### src/design/pal_pkg.sv
`timescale 1ns / 1ps
// ----------------------------------------------------------------------------
// pal_pkg: shared types for the positional array list
// Entry layout, action and status codes, and the per-cell control bundle.
// ----------------------------------------------------------------------------
package pal_pkg;

  typedef struct packed {
    logic [63:0]        word;
    logic signed [15:0] price;
  } entry_t;

  typedef enum logic [1:0] {
    ACT_APPEND = 2'd0,
    ACT_INSERT = 2'd1,
    ACT_DELETE = 2'd2,
    ACT_READ   = 2'd3
  } action_t;

  typedef enum logic [1:0] {
    ST_OK   = 2'd0,
    ST_FULL = 2'd1,
    ST_BAD  = 2'd2
  } status_t;

  typedef enum logic [2:0] {
    OP_HOLD,
    OP_LOAD,
    OP_SHIFT_UP,
    OP_SHIFT_DOWN,
    OP_CLEAR
  } cell_op_t;

  typedef struct packed {
    cell_op_t op;
    logic     rd_hit;
  } cell_ctl_t;

endpackage

### src/design/pal_cell.sv
`timescale 1ns / 1ps
// ----------------------------------------------------------------------------
// pal_cell: one slot of the list
// Holds one entry and one stage of the read chain toward slot zero.
// ----------------------------------------------------------------------------
module pal_cell import pal_pkg::*; (
  input  logic      clk,
  input  cell_ctl_t ctl,
  input  entry_t    new_entry,
  input  entry_t    left_entry,
  input  entry_t    right_entry,
  input  entry_t    read_in,
  output entry_t    entry_out,
  output entry_t    read_out
);

  entry_t entry;
  entry_t rd;

  always_ff @(posedge clk) begin
    case (ctl.op)
      OP_HOLD:       entry <= entry;
      OP_LOAD:       entry <= new_entry;
      OP_SHIFT_UP:   entry <= left_entry;
      OP_SHIFT_DOWN: entry <= right_entry;
      OP_CLEAR:      entry <= '0;
      default:       entry <= entry;
    endcase
    // The hit slot injects its entry; every other slot passes its right
    // neighbor's value one step down.
    rd <= ctl.rd_hit ? entry : read_in;
  end

  assign entry_out = entry;
  assign read_out  = rd;

endmodule

### config.mk
export PLATFORM = sky130hd
export DESIGN_NAME = pal_cell
export DESIGN_NICKNAME = d
export VERILOG_FILES = /design/src/design/pal_pkg.sv /design/src/design/pal_cell.sv
export SDC_FILE = /design/constraint.sdc
export NUM_CORES = 1
export LEC_CHECK = 0
export BUFFER_PORTS_ARGS = -buffer_cell sky130_fd_sc_hd__buf_2
export CAP_MARGIN = 20
export CORE_AREA = 2 2 188 190
export CTS_BUF_LIST = sky130_fd_sc_hd__clkbuf_2 sky130_fd_sc_hd__clkbuf_4 sky130_fd_sc_hd__clkbuf_8
export DETAILED_ROUTE_END_ITERATION = 10
export DIE_AREA = 0 0 190 192
export PLACE_DENSITY = 0.43
export SKIP_LAST_GASP = 1
export SLEW_MARGIN = 15
export SYNTH_ARGS = -nofsm -noshare
export SYNTH_HDL_FRONTEND = slang
export SYNTH_SLANG_ARGS = --single-unit
### constraint.sdc
create_clock -name clk -period 15.1 [get_ports clk]
set_input_delay 0.755 -clock clk [delete_from_list [all_inputs] [get_ports clk]]
set_output_delay 0.755 -clock clk [all_outputs]
set_load 0.05 [all_outputs]
==> impl.org <==
** Timing
- Setup violations remaining at the end of the flow were counted as 0.
- Timing would allow up to 335.9 MHz.
- Crit path time final :: 2.977 ns
- Hold Slack :: 0.4883 ns
- Setup Total Neg Slack :: 0 ns
- Tightest slew margin relative to the limit :: 0.3055
- Tcrit/Tclk final :: 0.1971
- Max Transition Viols Final :: 0
- Setup repair after global routing missed its margin :: no
- The hold violation count in the final report was 0.
- Worst-margin pin slew :: 1.042 ns
- Between clock sinks in the finished design, the worst skew comes to 0.009909 ns.

** Global route
- Largest net degree at the start of global routing :: 83
- For this run, the total global-route usage over all layers was measured as 0.1479.
- Global-route wire length before repair :: 40100 um
- The initial antenna violation count was 1.
- Number of global-route vias before repair :: 6812
- Overflow left after global routing :: 0

** Critical path
- By startpoint and endpoint, the worst setup path is classified as in -> reg.
- Max stage delay cell, worst path :: sky130_fd_sc_hd__buf_4
- Together, buffers and inverters on the worst path number 3.
- Top cell family by delay on the critical path :: buffers and inverters
- Along the worst path, the maximum fanout reaches 82.
- Most frequent CP cell :: sky130_fd_sc_hd__buf_4
- At the worst endpoint, the arrival time is 3.14 ns.
- Category of the worst setup path capture point :: flip-flop
- The largest single stage delay on the critical path is 0.72 ns.
- Launching point of the worst reg2reg path :: entry_out[14]$_DFFE_PP_
- For the worst flop-to-flop path, the logic depth is 1.
- Slack of the worst reg-to-reg path :: 14.19 ns
- Traced cell by cell, the critical path runs through buf_4, or2_4, xor2_4, buf_4, buf_16.
- Worst endpoint required time :: 15.26 ns
- Endpoint of the most critical register-to-register path :: read_out[14]$_DFF_P_
- Element type at the critical path start :: primary input

** Clocking
- Worst-Skew Late Latency :: 0.48 ns
- In this run the deepest clock path goes through 2 buffers.
- Number of levels the H-tree was split into :: 4
- Clock-pin slew was measured on the worst setup and hold paths at 0.10 ns.
- TritonCTS built the clock tree.
- After clock tree synthesis, the setup repair step added 0 buffers.
- The root buffer cell chosen for the clock tree is sky130_fd_sc_hd__clkbuf_8.
- Once the clock tree was built, the resizer swapped 0 gates to a different size.
- Hold repair after CTS inserted 0 buffers.
- In this run, CTS created clock tree buffers numbering 17.
- Number of sinks driven by the clock tree :: 160

** Pwr
- Dividing total power by cell area gives a power density of 126.9 mW/mm^2.
- Of the total power, registers draw 0.417.
- Standby leakage power :: 0.004740 uW
- In this run the power spent charging and discharging nets is 518.7 uW.
- The share of total power dissipated in combinational logic is 0.330.
- Of the total power, the clock network draws 0.253.
- Internal power comes to 819.1 uW.
- Net switching share of the total power :: 0.3877
- IR analysis of the VDD net gives a maximum drop of 0.00005334 V.

** Cells and area
- Fill cells in the final layout number 3634.
- The library cells used most frequently in the layout, excluding fill and tap cells, are sky130_fd_sc_hd__buf_2, sky130_fd_sc_hd__mux2_2.
- Leaving out fill and tap cells, the most frequent cell in the layout is sky130_fd_sc_hd__buf_2.
- Share of post-route cells with drive strength above 1 :: 0.6301
- The final layout contains 1396 nets.
- Post-route core utilization :: 0.3074
- After routing the design area is 0.01054 mm^2.
- The finished layout holds 1540 standard cells, fillers aside.
- Compared with the post-synthesis result, the final layout area differs by 42.34%.

** Status
- The run finished with clean final reports.

** Route
- After detailed routing, the number of vias per cell comes to 4.335.
- DRT Pass-1 Iters :: 4
- DRC violation count after routing :: 0
- The detailed router placed 6676 vias in this run.
- After the first detailed-routing iteration, the DRC count stood at 222.
- Post-route ant nets :: 0
- Routed wire length per instance :: 18.18 um
- Final wirelength :: 28000 um

** Floorplanning
- Die boundary height :: 192 um
- Total die area :: 0.03648 mm^2
- The total area inside the core boundary comes to 0.03429 mm^2.
- 485 I/O pins were placed.
- Effective utilization at floorplan :: 0.2160
- Rows :: 68
- Die Width :: 190 um

** Synthesis
- Register bit count reported by yosys :: 160
- Of the total synthesized cell area, the portion taken by AND, OR, NAND and NOR gates is 0.04224.
- After synthesis, the largest family of logic cells by area is multiplexers.
- Of the total synthesized cell area, the portion taken by full adders, half adders and majority gates is 0.
- Number of instances in the synthesized netlist :: 617
- Average instance area after synthesis :: 12.00 um^2
- The portion of synthesized area spent on multiplexers is 0.2433.
- Post-Synthesis Net Count :: 942
- Post-Synth XOR/XNOR Area :: 0.001183
- Area fraction in compound gates after synthesis :: 0.1216
- Synthesized cell area :: 0.007406 mm^2
- Of the synthesized area, sequential elements account for 0.5406.
- Synth warn :: 0
- Count of distinct cell types in the synthesized netlist :: 15

** Place
- Port buffering added 484 buffers.
- Including well taps, the total number of placed cells is 1507.
- DP Wirelength :: 20650 um
- Placed standard-cell area :: 0.01014 mm^2
- The congestion estimate from routability-driven global placement came to 0.7775.

** Min path
- Startpoint of the worst hold path :: read_in[62]
- Min-Delay Path Class :: in -> reg
- Hold worst-path end :: read_out[62]$_DFF_P_
- Worst hold path stage count :: 2

** Job
- The tool flagged a number of max-cap violations equal to 0.
==> how the worst max path moves through the flow <==
stage / from / end / slack [ns] / depth (start not counted)
detailed placement: ctl[2] / entry_out[64]$_DFFE_PP_ / 11.56 / 5
global route: ctl[2] / entry_out[64]$_DFFE_PP_ / 11.99 / 5
CTS: ctl[2] / entry_out[64]$_DFFE_PP_ / 12.10 / 5
finish: ctl[2] / entry_out[64]$_DFFE_PP_ / 12.12 / 5
global placement: ctl[2] / entry_out[5]$_DFFE_PP_ / 11.37 / 4
floorplan: ctl[1] / entry_out[0]$_DFFE_PP_ / 9.44 / 5
==> logic make-up (layout without fill, tap and decap cells) <==
family          after synthesis  in the layout
compound gates              160            160
xor+xnor                      1              1
buf+inv                      54            521
flops                       160            160
mux                         160            160
other cells                   0              1
simple gates                 82             82
==> layout make-up <==
cell class | count | area, um^2 | area share
Sequential cell | 160 | 4004 | 0.3798
Multi-Input combinational cell | 403 | 3053 | 0.2896
Tap cell | 455 | 569.3 | 0.05401
Clock buffer | 23 | 297.8 | 0.02825
Timing Repair Buffer | 489 | 2510 | 0.2381
Clock inverter | 9 | 105.1 | 0.009970
Antenna cell | 1 | 2.502 | 0.0002374
==> registers in the layout, indices dropped and copies added (netlist names) <==
signal	flops
read_out	80
entry_out	80
==> Yosys cell counts, drive strengths merged <==
cell    instances  area share
a21oi          80       0.054
buf            40       0.043
clkbuf         14      0.0076
dfxtp          80        0.22
edfxtp         80        0.32
mux2          160        0.24
nand2          80       0.041
nand2b          1     0.00085
o22ai          80       0.068
or2             1     0.00085
xor2            1      0.0012
==> layer usage <==
| layer | routed length (um) | global-route usage | up-vias |
|---|---|---|---|
| met3 | 2111 | 0.04641 | 15 |
| met5 | 0 | 0 | - |
| met4 | 245 | 0.03816 | 0 |
| met2 | 14570 | 0.2671 | 315 |
| li1 | - | - | 3220 |
| met1 | 11070 | 0.1685 | 3126 |
==> power by group through the flow <==
stage | registers [uW] | clock network [uW] | logic, uW
after floorplan | 778 | 0 | 99.5
after CTS | 560 | 355 | 446
after global placement | 569 | 0 | 441
final | 558 | 338 | 442
after detailed placement | 568 | 0 | 446
after global routing | 564 | 370 | 466
==> metrics by stage <==
step	total power (uW)	worst slack (ns)
global route	1400	11.99
CTS	1361	12.10
global placement	1011	11.37
finish	1338	12.12
floorplan	877.7	9.440
detailed placement	1014	11.56
(Power assumes the default switching activity.)
